[config.mk]
export PLATFORM = sky130hd
export DESIGN_NAME = scan_block_deframe_rle_decode
export DESIGN_NICKNAME = d
export VERILOG_FILES = /design/src/sv/sbd_pkg.sv /design/src/sv/scan_block_deframe_rle_decode.sv /design/src/sv/sbd_front.sv /design/src/sv/sbd_queue.sv /design/src/sv/sbd_back.sv
export SDC_FILE = /design/constraint.sdc
export NUM_CORES = 1
export LEC_CHECK = 0
export BUFFER_PORTS_ARGS = -buffer_cell sky130_fd_sc_hd__clkbuf_2
export CORE_UTILIZATION = 55
export CTS_CLUSTER_SIZE = 24
export DETAILED_ROUTE_END_ITERATION = 10
export GPL_TIMING_DRIVEN = 0
export PLACE_DENSITY = 0.74
export SYNTH_ARGS = -nofsm -noshare
export SYNTH_HDL_FRONTEND = slang
export SYNTH_SLANG_ARGS = --single-unit
export TNS_END_PERCENT = 1
[constraint.sdc]
create_clock -name clk -period 4.6 [get_ports clk]
set_input_delay 0.23 -clock clk [delete_from_list [all_inputs] [get_ports clk]]
set_output_delay 0.23 -clock clk [all_outputs]
set_load 0.03 [all_outputs]
[src/sv/sbd_pkg.sv]
// Shared types and constants for the scan block deframer and run-length decoder.
// Used by the front, queue, back and top level modules; no dependencies.
package sbd_pkg;

  localparam logic [7:0] TYPE_END_DATA  = 8'h80;
  localparam logic [7:0] TYPE_END_FRAME = 8'h82;
  localparam logic [7:0] TYPE_JPEG      = 8'h64;
  localparam logic [7:0] TYPE_RLE       = 8'h42;
  localparam logic [7:0] TYPE_RAW       = 8'h40;

  localparam int FRAME_HDR_LEN = 10;
  localparam int DATA_HDR_LEN  = 12;

  localparam logic [3:0] FRAME_HDR_LAST = 4'(FRAME_HDR_LEN - 1);
  localparam logic [3:0] DATA_HDR_LAST  = 4'(DATA_HDR_LEN - 1);
  localparam logic [3:0] DATA_HDR_LEN_LO = 4'(DATA_HDR_LEN - 2);

  localparam logic [7:0] CTRL_REPEAT_MIN = 8'h80;

  localparam int QDEPTH = 2;
  localparam int QPTR_W = (QDEPTH > 1) ? $clog2(QDEPTH) : 1;
  localparam int QCNT_W = $clog2(QDEPTH + 1);

  typedef enum logic [1:0] {
    EV_DATA = 2'd0,
    EV_EOD  = 2'd1,
    EV_EOF  = 2'd2,
    EV_ERR  = 2'd3
  } event_t;

  typedef enum logic [2:0] {
    OPK_EOD,
    OPK_EOF,
    OPK_ERR,
    OPK_RAW,
    OPK_RLE
  } op_kind_t;

  typedef struct packed {
    op_kind_t   kind;
    logic [7:0] data;
    logic       last;
  } sbd_op_t;

endpackage

[src/sv/scan_block_deframe_rle_decode.sv]
// Channel   Ports                                                  Word
// input     in_valid, in_stall, in_byte                            one raw stream byte
// result    out_valid, out_stall, out_event_res, out_value,        one event or decoded run
//           out_repeat_count
// One byte per cycle sustained while in_stall is low. Each result is registered first in the
// op queue (front end parse and queue write at the accepting edge), then in the output
// register (back end decode), which a stalled output holds.
// Throughput is set by the two-entry op queue and the single output register.
// rst_n is synchronous and active low and clears header, payload and run state.
// in_stall rises only when the op queue is full; a stalled output holds its word.
// Top level: instantiates sbd_front, sbd_queue and sbd_back; depends on sbd_pkg.
module scan_block_deframe_rle_decode
  import sbd_pkg::*;
(
  input  logic       clk,
  input  logic       rst_n,
  input  logic       in_valid,
  output logic       in_stall,
  input  logic [7:0] in_byte,
  output logic       out_valid,
  input  logic       out_stall,
  output logic [1:0] out_event_res,
  output logic [7:0] out_value,
  output logic [7:0] out_repeat_count
);

  logic    accept;
  logic    push;
  logic    pop;
  logic    q_empty;
  logic    q_full;
  sbd_op_t push_op;
  sbd_op_t head_op;

  assign in_stall = q_full;
  assign accept   = in_valid && !q_full;

  sbd_front u_front (
    .clk     (clk),
    .rst_n   (rst_n),
    .accept  (accept),
    .in_byte (in_byte),
    .push    (push),
    .op      (push_op)
  );

  sbd_queue u_queue (
    .clk     (clk),
    .rst_n   (rst_n),
    .push    (push),
    .push_op (push_op),
    .pop     (pop),
    .head_op (head_op),
    .empty   (q_empty),
    .full    (q_full)
  );

  sbd_back u_back (
    .clk              (clk),
    .rst_n            (rst_n),
    .head_valid       (!q_empty),
    .head_op          (head_op),
    .pop              (pop),
    .out_valid        (out_valid),
    .out_stall        (out_stall),
    .out_event_res    (out_event_res),
    .out_value        (out_value),
    .out_repeat_count (out_repeat_count)
  );

endmodule

[src/sv/sbd_front.sv]
// Front end: parses block headers, counts payload and classifies payload bytes and header outcomes into ops.
// Depends on sbd_pkg; feeds sbd_queue.
module sbd_front
  import sbd_pkg::*;
(
  input  logic       clk,
  input  logic       rst_n,
  input  logic       accept,
  input  logic [7:0] in_byte,
  output logic       push,
  output sbd_op_t    op
);

  logic        in_payload_r, in_payload_nxt;
  logic [3:0]  hdr_idx_r, hdr_idx_nxt;
  logic [7:0]  kind_r, kind_nxt;
  logic [7:0]  len_lo_r, len_lo_nxt;
  logic [15:0] left_r, left_nxt;
  logic [15:0] len;
  logic        gen;

  assign len = {in_byte, len_lo_r};

  always_comb begin
    in_payload_nxt = in_payload_r;
    hdr_idx_nxt    = hdr_idx_r;
    kind_nxt       = kind_r;
    len_lo_nxt     = len_lo_r;
    left_nxt       = left_r;
    gen            = 1'b0;
    op.kind        = OPK_EOD;
    op.data        = in_byte;
    op.last        = 1'b0;
    if (accept) begin
      if (in_payload_r) begin
        left_nxt = left_r - 16'd1;
        gen      = 1'b1;
        op.kind  = (kind_r == TYPE_RAW) ? OPK_RAW : OPK_RLE;
        op.last  = (left_r == 16'd1);
        if (left_r == 16'd1) begin
          in_payload_nxt = 1'b0;
        end
      end else if (hdr_idx_r == 4'd0) begin
        kind_nxt = in_byte;
        if (in_byte == TYPE_END_DATA) begin
          gen     = 1'b1;
          op.kind = OPK_EOD;
        end else begin
          hdr_idx_nxt = 4'd1;
        end
      end else if (kind_r == TYPE_END_FRAME) begin
        if (hdr_idx_r >= FRAME_HDR_LAST) begin
          hdr_idx_nxt = 4'd0;
          gen         = 1'b1;
          op.kind     = OPK_EOF;
        end else begin
          hdr_idx_nxt = hdr_idx_r + 4'd1;
        end
      end else if (hdr_idx_r < DATA_HDR_LAST) begin
        if (hdr_idx_r == DATA_HDR_LEN_LO) begin
          len_lo_nxt = in_byte;
        end
        hdr_idx_nxt = hdr_idx_r + 4'd1;
      end else begin
        hdr_idx_nxt = 4'd0;
        if (kind_r == TYPE_RLE || kind_r == TYPE_RAW) begin
          if (len != 16'd0) begin
            in_payload_nxt = 1'b1;
            left_nxt       = len;
          end
        end else begin
          gen     = 1'b1;
          op.kind = OPK_ERR;
        end
      end
    end
  end

  assign push = gen;

  always_ff @(posedge clk) begin
    if (!rst_n) begin
      in_payload_r <= 1'b0;
      hdr_idx_r    <= 4'd0;
      kind_r       <= 8'd0;
      len_lo_r     <= 8'd0;
      left_r       <= 16'd0;
    end else begin
      in_payload_r <= in_payload_nxt;
      hdr_idx_r    <= hdr_idx_nxt;
      kind_r       <= kind_nxt;
      len_lo_r     <= len_lo_nxt;
      left_r       <= left_nxt;
    end
  end

  a_payload_nonzero: assert property (@(posedge clk) disable iff (!rst_n)
    in_payload_r |-> left_r != 16'd0)
    else $error("payload mode with zero bytes left");

  a_hdr_idx_range: assert property (@(posedge clk) disable iff (!rst_n)
    hdr_idx_r <= DATA_HDR_LAST && (kind_r != TYPE_END_FRAME || hdr_idx_r <= FRAME_HDR_LAST))
    else $error("header index past header end");

  a_hdr_or_payload: assert property (@(posedge clk) disable iff (!rst_n)
    in_payload_r |-> hdr_idx_r == 4'd0)
    else $error("header index nonzero during payload");

endmodule

[src/sv/sbd_queue.sv]
// Short op queue between the front end and the decode back end.
// Depends on sbd_pkg for the op type and depth.
module sbd_queue
  import sbd_pkg::*;
(
  input  logic    clk,
  input  logic    rst_n,
  input  logic    push,
  input  sbd_op_t push_op,
  input  logic    pop,
  output sbd_op_t head_op,
  output logic    empty,
  output logic    full
);

  sbd_op_t             mem_r [QDEPTH];
  logic [QPTR_W-1:0]   wr_ptr_r, wr_ptr_nxt;
  logic [QPTR_W-1:0]   rd_ptr_r, rd_ptr_nxt;
  logic [QCNT_W-1:0]   count_r, count_nxt;

  assign empty   = (count_r == QCNT_W'(0));
  assign full    = (count_r == QCNT_W'(QDEPTH));
  assign head_op = mem_r[rd_ptr_r];

  always_comb begin
    wr_ptr_nxt = wr_ptr_r;
    rd_ptr_nxt = rd_ptr_r;
    count_nxt  = count_r;
    if (push) begin
      wr_ptr_nxt = (wr_ptr_r == QPTR_W'(QDEPTH - 1)) ? '0 : wr_ptr_r + QPTR_W'(1);
    end
    if (pop) begin
      rd_ptr_nxt = (rd_ptr_r == QPTR_W'(QDEPTH - 1)) ? '0 : rd_ptr_r + QPTR_W'(1);
    end
    if (push && !pop) begin
      count_nxt = count_r + QCNT_W'(1);
    end else if (pop && !push) begin
      count_nxt = count_r - QCNT_W'(1);
    end
  end

  always_ff @(posedge clk) begin
    if (push) begin
      mem_r[wr_ptr_r] <= push_op;
    end
  end

  always_ff @(posedge clk) begin
    if (!rst_n) begin
      wr_ptr_r <= '0;
      rd_ptr_r <= '0;
      count_r  <= '0;
    end else begin
      wr_ptr_r <= wr_ptr_nxt;
      rd_ptr_r <= rd_ptr_nxt;
      count_r  <= count_nxt;
    end
  end

  a_no_overflow: assert property (@(posedge clk) disable iff (!rst_n)
    push |-> (!full || pop))
    else $error("push into full queue");

  a_no_underflow: assert property (@(posedge clk) disable iff (!rst_n)
    pop |-> !empty)
    else $error("pop from empty queue");

  a_push_fills: assert property (@(posedge clk) disable iff (!rst_n)
    (push && !pop) |=> !empty)
    else $error("queue empty after push");

endmodule

[src/sv/sbd_back.sv]
// Back end: run-length decode of payload ops and output word register.
// Depends on sbd_pkg; drains sbd_queue.
module sbd_back
  import sbd_pkg::*;
(
  input  logic       clk,
  input  logic       rst_n,
  input  logic       head_valid,
  input  sbd_op_t    head_op,
  output logic       pop,
  output logic       out_valid,
  input  logic       out_stall,
  output logic [1:0] out_event_res,
  output logic [7:0] out_value,
  output logic [7:0] out_repeat_count
);

  typedef enum logic [1:0] {
    PH_CTRL,
    PH_LIT,
    PH_REPEAT
  } phase_t;

  phase_t     phase_r, phase_nxt;
  logic [7:0] rle_left_r, rle_left_nxt;
  logic [7:0] pend_r, pend_nxt;
  logic       out_valid_r, out_valid_nxt;
  logic [1:0] ev_r, ev_nxt;
  logic [7:0] val_r, val_nxt;
  logic [7:0] cnt_r, cnt_nxt;
  logic       slot_free;
  logic       emit;

  assign slot_free = !out_valid_r || !out_stall;
  assign pop       = head_valid && slot_free;

  always_comb begin
    phase_nxt    = phase_r;
    rle_left_nxt = rle_left_r;
    pend_nxt     = pend_r;
    emit         = 1'b0;
    ev_nxt       = EV_DATA;
    val_nxt      = 8'd0;
    cnt_nxt      = 8'd0;
    if (pop) begin
      case (head_op.kind)
        OPK_EOD: begin
          emit   = 1'b1;
          ev_nxt = EV_EOD;
        end
        OPK_EOF: begin
          emit   = 1'b1;
          ev_nxt = EV_EOF;
        end
        OPK_ERR: begin
          emit   = 1'b1;
          ev_nxt = EV_ERR;
        end
        OPK_RAW: begin
          emit    = 1'b1;
          val_nxt = head_op.data;
          cnt_nxt = 8'd1;
        end
        OPK_RLE: begin
          case (phase_r)
            PH_LIT: begin
              emit         = 1'b1;
              val_nxt      = head_op.data;
              cnt_nxt      = 8'd1;
              rle_left_nxt = rle_left_r - 8'd1;
              if (rle_left_r == 8'd1) begin
                phase_nxt = PH_CTRL;
              end
            end
            PH_REPEAT: begin
              emit      = 1'b1;
              val_nxt   = head_op.data;
              cnt_nxt   = pend_r;
              phase_nxt = PH_CTRL;
            end
            default: begin
              if (head_op.data < CTRL_REPEAT_MIN) begin
                rle_left_nxt = head_op.data + 8'd1;
                phase_nxt    = PH_LIT;
              end else begin
                pend_nxt  = (8'hff - head_op.data) + 8'd2;
                phase_nxt = PH_REPEAT;
              end
            end
          endcase
        end
        default: begin
          emit = 1'b0;
        end
      endcase
      if (head_op.last) begin
        phase_nxt    = PH_CTRL;
        rle_left_nxt = 8'd0;
        pend_nxt     = 8'd0;
      end
    end
    if (emit) begin
      out_valid_nxt = 1'b1;
    end else if (!out_stall) begin
      out_valid_nxt = 1'b0;
    end else begin
      out_valid_nxt = out_valid_r;
    end
  end

  always_ff @(posedge clk) begin
    if (!rst_n) begin
      phase_r     <= PH_CTRL;
      rle_left_r  <= 8'd0;
      pend_r      <= 8'd0;
      out_valid_r <= 1'b0;
    end else begin
      phase_r     <= phase_nxt;
      rle_left_r  <= rle_left_nxt;
      pend_r      <= pend_nxt;
      out_valid_r <= out_valid_nxt;
    end
    if (emit) begin
      ev_r  <= ev_nxt;
      val_r <= val_nxt;
      cnt_r <= cnt_nxt;
    end
  end

  assign out_valid        = out_valid_r;
  assign out_event_res    = ev_r;
  assign out_value        = val_r;
  assign out_repeat_count = cnt_r;

  a_last_clears: assert property (@(posedge clk) disable iff (!rst_n)
    (pop && head_op.last) |=> (phase_r == PH_CTRL && rle_left_r == 8'd0 && pend_r == 8'd0))
    else $error("run state not cleared at block end");

  a_lit_count: assert property (@(posedge clk) disable iff (!rst_n)
    (phase_r == PH_LIT) |-> (rle_left_r != 8'd0 && rle_left_r <= 8'd128))
    else $error("literal count out of range");

  a_no_pop_when_held: assert property (@(posedge clk) disable iff (!rst_n)
    (out_valid_r && out_stall) |-> !pop)
    else $error("pop while output word held");

endmodule

==> reports/metrics.yaml, run 1 <==
outcome:
  outcome: "finished, final reports clean"
hold_path:
  hp-class: "in2reg"
  worstHoldStart: "out_stall"
  whs_path_depth: 3
routing:
  vias_per_cell: 6.11
  wl_per_cell_um: 18.1
  drt_iter0_drc: 304
  drtAntennaViolNets: 0
  dr.pass1.iters: 5
  drc: 0
  vias: 4371
  drt-total-wl_um: 12900
placement:
  hpwl_um: 9400
  dpl.cell_count: 699
  dpl_worst_slack_ns: 1.61
  io_buffers: 30
  place_congestion: 0.978
clocking:
  numCtsBuffers: 9
  cts_setup_buffers: 0
  cts.repair.resized: 0
  cts_hold_buf: 0
  clock_sink_count: 103
  htreeDepth: 3
  cts-root-buf: "clkbuf_8"
  cts_tree: "done"
  path_clk_slew_ns: 0.09
  cts_buffer_depth: 2
  clock_latency_ns: 0.37
sta:
  achievable-frequency_ghz: 0.334
  fin_crit_ns: 3.00
  finalHoldViolCount: 0
  worst_pin_slew_ns: 1.04
  rsz0062_at_grt: "no"
  setup_ws_ns: 1.60
  slew_headroom_pct: 30.4
  fin_setup_tns_ns: 0
  maxSlewViolCount: 0
  post-route-period-util_pct: 65.1
  finClkSkew_ns: 0.0136
  finalSetupViolCount: 0
floorplan:
  rows: 35
  fp.dieW_um: 99.8
  start_util_pct: 56.9
  coreArea_sq_um: 9240
  dieArea_sq_um: 9950
  die_height_um: 99.8
  io_pins: 32
pwr:
  switchingPower_uw: 744
  switching_share_pct: 32.8
  p_int_mw: 1.52
  power_frac_comb_pct: 25.3
  ir_worst_vdd_v: 0.000311
  p_seq_share_pct: 47.1
  p_leak_nw: 2.06
  p_per_area_nw_per_um2: 392
  p_clk_share_pct: 27.5
synthesis:
  synth_edf_count: 42
  syn_inst: 540
  ys_ff_latch: 103
  synth_nets: 566
  yosysSeqAreaShare_pct: 47.2
  synth_cell_types: 65
  ys.flop_type: "dfxtp_1"
  synth_area_sq_um: 5260
  syn_avg_cell_area_sq_um: 9.73
  yosysWarnings: 0
  async_flop_share_pct: 0
global_route:
  grt_pass1_wl_um: 21300
  grt_max_degree: 19
  antenna_found_initial: 0
  grt_use_total_pct: 28.0
  grt_pass1_vias: 4326
  grt.overflow.total: 0
final_layout:
  drive_gt1_share_pct: 11.8
  diodes: 0
  fin_nets: 607
  layout-area-overhead-vs-synth_pct: 10.1
  mostFrequentLayoutCells: "dfxtp_1, nand2_1, nor2_1"
  fillers: 800
  layout_commonest_cell: "dfxtp_1"
  stdcell_count: 715
worst_setup_path:
  critPathSlowestCell: "nor2b_1"
  crit_arrival_ns: 2.99
  critical_path_class: "reg2reg"
  crit_start: "u_front.kind_r[0]"
  r2r-start: "u_front.kind_r[0]"
  cp_slowest_stage_delay_ns: 0.89
  reg2reg_depth: 5
  start_kind: "flop"
  crit_required_ns: 4.59
  crit_chain: "or3_1 -> nor4_4 -> nand2_1 -> a31oi_1 -> nor2b_1"
  r2r_setup_slack_ns: 1.60
  cp-end-kind: "flop"
  cp_max_fo: 12
flow_run:
  max-cap-violations: 0
layer usage:
metal	up-vias	share of wire [%]	track usage, %
met5	-	0	0
met4	0	3.4	14.4
met3	33	7.4	6.11
met2	169	49	46.7
met1	2076	40	34.0
li1	2093	-	-
power groups by stage:
| stage | combinational, mW | clock, mW | sequential, mW |
|---|---|---|---|
| finish | 0.575 | 0.624 | 1.07 |
| global route | 0.623 | 0.664 | 1.08 |
| CTS | 0.571 | 0.633 | 1.07 |
| detailed placement | 0.568 | 0 | 1.09 |
| global placement | 0.559 | 0 | 1.09 |
| floorplan | 0.332 | 0 | 1.17 |
worst paths after layout:
kind                         end
max reg2reg  u_queue.mem_r[0][4]
max          u_queue.mem_r[0][4]
min reg2reg     u_back.pend_r[5]
min             u_back.out_valid
state kept, by name, summed over array words and instances (netlist names), 2 cells and up, named ones only:
register	cells
u_back.out_event_res	2
u_back.rle_left_r	8
u_front.len_lo_r	8
u_queue.count_r	2
u_back.out_repeat_count	8
u_queue.mem_r	24
u_back.phase_r	2
u_front.left_r	16
u_front.hdr_idx_r	4
u_back.out_value	8
u_back.pend_r	8
u_front.kind_r	8
critical path: cells and delay by family (launching register included):
kind	cells	cell delay (ns)
AND/OR/NAND/NOR	4	1.86
AO/OA/AOI/OAI	1	0.43
flip-flops	1	0.34
cells in the mapped netlist (3+ instances only):
cell type / n / area [sq um]
a31oi_1: 4 / 25.0
nand4b_1: 3 / 26.3
nor3_1: 19 / 95.1
and3_1: 3 / 18.8
nand3b_1: 4 / 30.0
o2111ai_1: 3 / 26.3
nand4_1: 5 / 31.3
or3_1: 9 / 56.3
a211oi_1: 8 / 60.1
nor2_1: 49 / 184
or4_1: 4 / 30.0
o221ai_1: 3 / 26.3
nor3b_1: 3 / 22.5
nor4_1: 9 / 56.3
buf_2: 4 / 20.0
mux2_2: 7 / 78.8
dfxtp_1: 61 / 1220
o21ai_0: 14 / 70.1
o31ai_1: 4 / 30.0
o211ai_1: 8 / 60.1
mux2i_1: 30 / 300
nand3_1: 25 / 125
xor2_1: 8 / 70.1
a21o_1: 3 / 22.5
inv_1: 20 / 75.1
edfxtp_1: 42 / 1260
and2_1: 9 / 56.3
clkbuf_1: 19 / 71.3
nand2b_1: 5 / 31.3
xnor2_1: 9 / 78.8
nor2b_1: 4 / 25.0
a22oi_1: 7 / 52.6
o21a_1: 4 / 30.0
ha_1: 14 / 175
o22ai_1: 5 / 31.3
a21oi_1: 28 / 140
nand2_1: 50 / 188
layout make-up:
| cell class | count | area, sq um | area share [%] |
|---|---|---|---|
| Clock buffer | 10 | 128 | 2.20 |
| Sequential cell | 103 | 2480 | 42.9 |
| Timing Repair Buffer | 30 | 150 | 2.59 |
| Multi-Input combinational cell | 393 | 2600 | 45.0 |
| Tap cell | 129 | 161 | 2.79 |
| Buffer | 23 | 91.3 | 1.58 |
| Clock inverter | 6 | 92.6 | 1.60 |
| Inverter | 21 | 78.8 | 1.36 |
cells by family (layout without fill, tap and decap cells):
kind of cell	Yosys count	after routing	synth area share [%]
AOI/OAI and AO/OA	113	113	14.9
xor gates and xnor gates	17	17	2.83
adders and majority gates	14	14	3.33
buffers and inverters	44	90	3.24
DFF	103	103	47.2
muxes	37	37	7.21
and+or+nand+nor	212	212	21.3
metrics by stage:
| step | hold slack [ns] | instance area [sq um] | util [%] | power [mW] |
|---|---|---|---|---|
| floorplan | 0.329 | 5260 | - | 1.50 |
| finish | 0.117 | 5790 | 62.6 | 2.27 |
| global placement | 0.444 | 5570 | 60.3 | 1.65 |
| CTS | 0.102 | 5790 | 62.6 | 2.27 |
| global route | 0.119 | 5790 | 62.6 | 2.36 |
| detailed placement | 0.448 | 5570 | 60.3 | 1.66 |
Power figures use the tool's default switching activity.
==> run 2: changes to the inputs <==
--- a/config.mk
+++ b/config.mk
@@ -5,6 +5,7 @@
 export SDC_FILE = /design/constraint.sdc
 export NUM_CORES = 1
 export LEC_CHECK = 0
+export ABC_AREA = 1
 export BUFFER_PORTS_ARGS = -buffer_cell sky130_fd_sc_hd__clkbuf_2
 export CORE_UTILIZATION = 55
 export CTS_CLUSTER_SIZE = 24
==> constraint.sdc (replaced) <==
create_clock -name clk -period 3.1 [get_ports clk]
set_input_delay 0.155 -clock clk [delete_from_list [all_inputs] [get_ports clk]]
set_output_delay 0.155 -clock clk [all_outputs]
set_load 0.03 [all_outputs]
==> run 2 against run 1 <==
Utilization shrank 1.0 points; count of clock-buffer cells in the layout is the same; final area grew 3.1%; largest cell class unchanged; highest routed layer unchanged.
==> reports/metrics.yaml, run 2 <==
clocking:
  clock_latency_ns: 0.38  # was 0.37 ns
  cts_hold_buf: 0  # unchanged
  htreeDepth: 3  # unchanged
  cts_tree: "done"  # unchanged
  cts_setup_buffers: 0  # unchanged
  path_clk_slew_ns: 0.11  # was 0.09 ns
  cts-root-buf: "clkbuf_8"  # unchanged
  clock_sink_count: 103  # unchanged
  cts_buffer_depth: 2  # unchanged
  cts.repair.resized: 0  # unchanged
  numCtsBuffers: 9  # unchanged
sta:
  slew_headroom_pct: 28.3  # was 30.4%
  worst_pin_slew_ns: 1.08  # was 1.04 ns
  post-route-period-util_pct: 80.7  # was 65.1%
  finalSetupViolCount: 0  # unchanged
  setup_ws_ns: 0.598  # was 1.60 ns
  fin_crit_ns: 2.50  # was 3.00 ns
  achievable-frequency_ghz: 0.400  # was 0.334 GHz
  maxSlewViolCount: 0  # unchanged
  finClkSkew_ns: 0.0163  # was 0.0136 ns
  finalHoldViolCount: 0  # unchanged
  rsz0062_at_grt: "no"  # unchanged
  fin_setup_tns_ns: 0  # unchanged
floorplan:
  dieArea_sq_um: 10300  # was 9950 sq um
  die_height_um: 102  # was 99.8 um
  fp.dieW_um: 102  # was 99.8 um
  io_pins: 32  # unchanged
  coreArea_sq_um: 9680  # was 9240 sq um
  start_util_pct: 56.4  # was 56.9%
  rows: 36  # was 35
placement:
  io_buffers: 30  # unchanged
  hpwl_um: 9610  # was 9400 um
  place_congestion: 0.938  # was 0.978
  dpl_worst_slack_ns: 0.561  # was 1.61 ns
pwr:
  switchingPower_mw: 1.68  # was 744 uW
  power_frac_comb_pct: 37.7  # was 25.3%
  p_per_area_nw_per_um2: 680  # was 392 nW/um^2
  p_clk_share_pct: 20.4  # was 27.5%
  p_int_mw: 2.38  # was 1.52 mW
  p_leak_nw: 2.63  # was 2.06 nW
  ir_worst_vdd_v: 0.000317  # was 0.000311 V
  p_seq_share_pct: 41.9  # was 47.1%
  p_total_mw: 4.06  # was 2.27 mW
  switching_share_pct: 41.4  # was 32.8%
global_route:
  grt.overflow.total: 0  # unchanged
  grt_pass1_wl_um: 20800  # was 21300 um
  antenna_found_initial: 0  # unchanged
  use_met1_pct: 31.0  # was 34.0%
  grt_pass1_vias: 4433  # was 4326
  grt_use_total_pct: 26.3  # was 28.0%
  grt_max_degree: 20  # was 19
  use_met2_pct: 47.9  # was 46.7%
  busiest_layer: "met2"  # unchanged
  grtUsageMet3_pct: 3.59  # was 6.11%
final_layout:
  seqCellArea_sq_um: 2480  # unchanged
  largest_reg_flops: 24  # unchanged
  diodes: 0  # unchanged
  mostFrequentLayoutCells: "nand2_1, nor2_1, inv_1"  # was dfxtp_1, nand2_1, nor2_1
  multi_input_area_sq_um: 2520  # was 2600 sq um
  drive_gt1_share_pct: 11.9  # was 11.8%
  layout-area-overhead-vs-synth_pct: 9.30  # was 10.1%
  layout_commonest_cell: "nand2_1"  # was dfxtp_1
  fillers: 916  # was 800
  reg_top3: "u_queue.mem_r x24, u_front.left_r x16"  # unchanged
  fin_nets: 797  # was 607
  largest_register: "u_queue.mem_r"  # unchanged
synthesis:
  synth_area_leaders: "edfxtp_1, dfxtp_1, nand2_1"  # was edfxtp_1, dfxtp_1, mux2i_1
  netlist.area_leader.share_pct: 23.1  # was 24.0%
  synth_area_sq_um: 5460  # was 5260 sq um
  syn_inst: 730  # was 540
  ys_ff_latch: 103  # unchanged
  synth.most_common_cell: "nand2_1"  # was dfxtp_1
  synth_top_area_cell: "edfxtp_1"  # unchanged
  synth_cell_types: 39  # was 65
  ys.flop_type: "dfxtp_1"  # unchanged
  synthTopCellsByCount: "nand2_1, nor2_1, inv_1"  # was dfxtp_1, nand2_1, nor2_1
  synth_nets: 756  # was 566
  async_flop_share_pct: 0  # unchanged
  yosysSeqAreaShare_pct: 45.5  # was 47.2%
  syn_avg_cell_area_sq_um: 7.48  # was 9.73 sq um
  yosysWarnings: 0  # unchanged
  synth_edf_count: 42  # unchanged
routing:
  vias_per_cell: 5.32  # was 6.11
  drt-total-wl_um: 12900  # about the same
  wl_per_cell_um: 14.2  # was 18.1 um
  dr.pass1.iters: 7  # was 5
  drt_iter0_drc: 211  # was 304
  drc: 0  # unchanged
  vias: 4832  # was 4371
  drtAntennaViolNets: 0  # unchanged
worst_setup_path:
  reg2reg_depth: 8  # was 5
  crit_end: "u_back.out_repeat_count[3]"  # was u_queue.mem_r[0][4]
  cp-end-kind: "flop"  # unchanged
  critical_path_class: "reg2reg"  # unchanged
  cp_max_fo: 19  # was 12
  crit_arrival_ns: 2.50  # was 2.99 ns
  timing.rr.end: "u_back.out_repeat_count[3]"  # was u_queue.mem_r[0][4]
  start_kind: "flop"  # unchanged
  r2r_setup_slack_ns: 0.60  # was 1.60 ns
  crit_required_ns: 3.10  # was 4.59 ns
flow_run:
  max-cap-violations: 0  # unchanged
outcome:
  outcome: "finished, final reports clean"  # unchanged
hold_path:
  hp-class: "in2reg"  # unchanged
-- run 2: cell count changes in the layout (fill, tap and decap cells not counted), sizes merged, moves of 23 or more --
cell | previous run | this run
a21oi | 29 | 52
inv | 22 | 86
mux2i | 30 | 1
nand2 | 50 | 169
nor2 | 49 | 142
o21ai | 14 | 70
-- run 2: power groups by stage --
stage | combinational [mW] | sequential [mW] | clock, mW
6_report | 1.53 | 1.70 | 0.827
2_1_floorplan | 0.968 | 1.91 | 0
3_3_place_gp | 1.48 | 1.72 | 0
5_1_grt | 1.69 | 1.73 | 0.888
3_5_place_dp | 1.52 | 1.73 | 0
4_1_cts | 1.52 | 1.70 | 0.843
-- run 2: worst min path at each step --
stage / start / end / slack (ns) / depth (start not counted)
final: in_byte[6] / u_queue.mem_r[0][7] / 0.02 / 1
after global routing: in_byte[6] / u_queue.mem_r[0][7] / 0.007 / 1
after CTS: in_byte[1] / u_queue.mem_r[1][2] / 0.02 / 1
after detailed placement: in_byte[1] / u_queue.mem_r[0][2] / 0.41 / 1
after global placement: in_byte[2] / u_queue.mem_r[1][3] / 0.41 / 1
after floorplan: in_byte[0] / u_queue.mem_r[0][1] / 0.25 / 0
-- run 2: per-stage QoR --
stage               cell area [sq um]  hold WS, ns  std cells  utilization, %
finish                           5970       0.0243        909            61.6
detailed placement               5780        0.410        893            59.7
floorplan                        5460        0.254        730               -
global placement                 5780        0.413        893            59.7
CTS                              5970       0.0188        909            61.6
global route                     5970      0.00735        909            61.6
-- run 2: logic make-up after synthesis --
logic type      count (synthesis)  share of synthesized area, %
compound gates                128                          12.6
xor+xnor                        7                          1.12
fa+ha+maj                      14                          3.21
buf+inv                       104                          8.45
flops                         103                          45.5
mux                             1                         0.183
simple gates                  373                          29.0
-- run 2: area by class of cell --
type | count | share of cell area, %
clock inverters | 6 | 1.07
well taps | 133 | 2.79
plain buffers | 20 | 2.45
inverters | 84 | 5.28
clock buffers | 10 | 2.14
multi-input cells | 523 | 42.2
repair buffers | 30 | 2.52
flip-flops and latches | 103 | 41.6
-- run 2: critical path, cell delays in order, from the launching register on --
cell	delay [ns]
dfxtp_1	0.40
buf_6	0.18
buf_12	0.14
nand2_2	0.06
o21ai_2	0.07
nand2_2	0.08
nor2_4	0.15
nand2_2	0.16
a21oi_2	0.88
-- run 2: layer usage --
metal / part of all wire [%] / vias up / wire length, um
li1: - / 2448 / -
met1: 43 / 2203 / 5500
met2: 50 / 155 / 6440
met3: 5.1 / 26 / 655
met4: 2.5 / 0 / 319
met5: 0 / - / 0
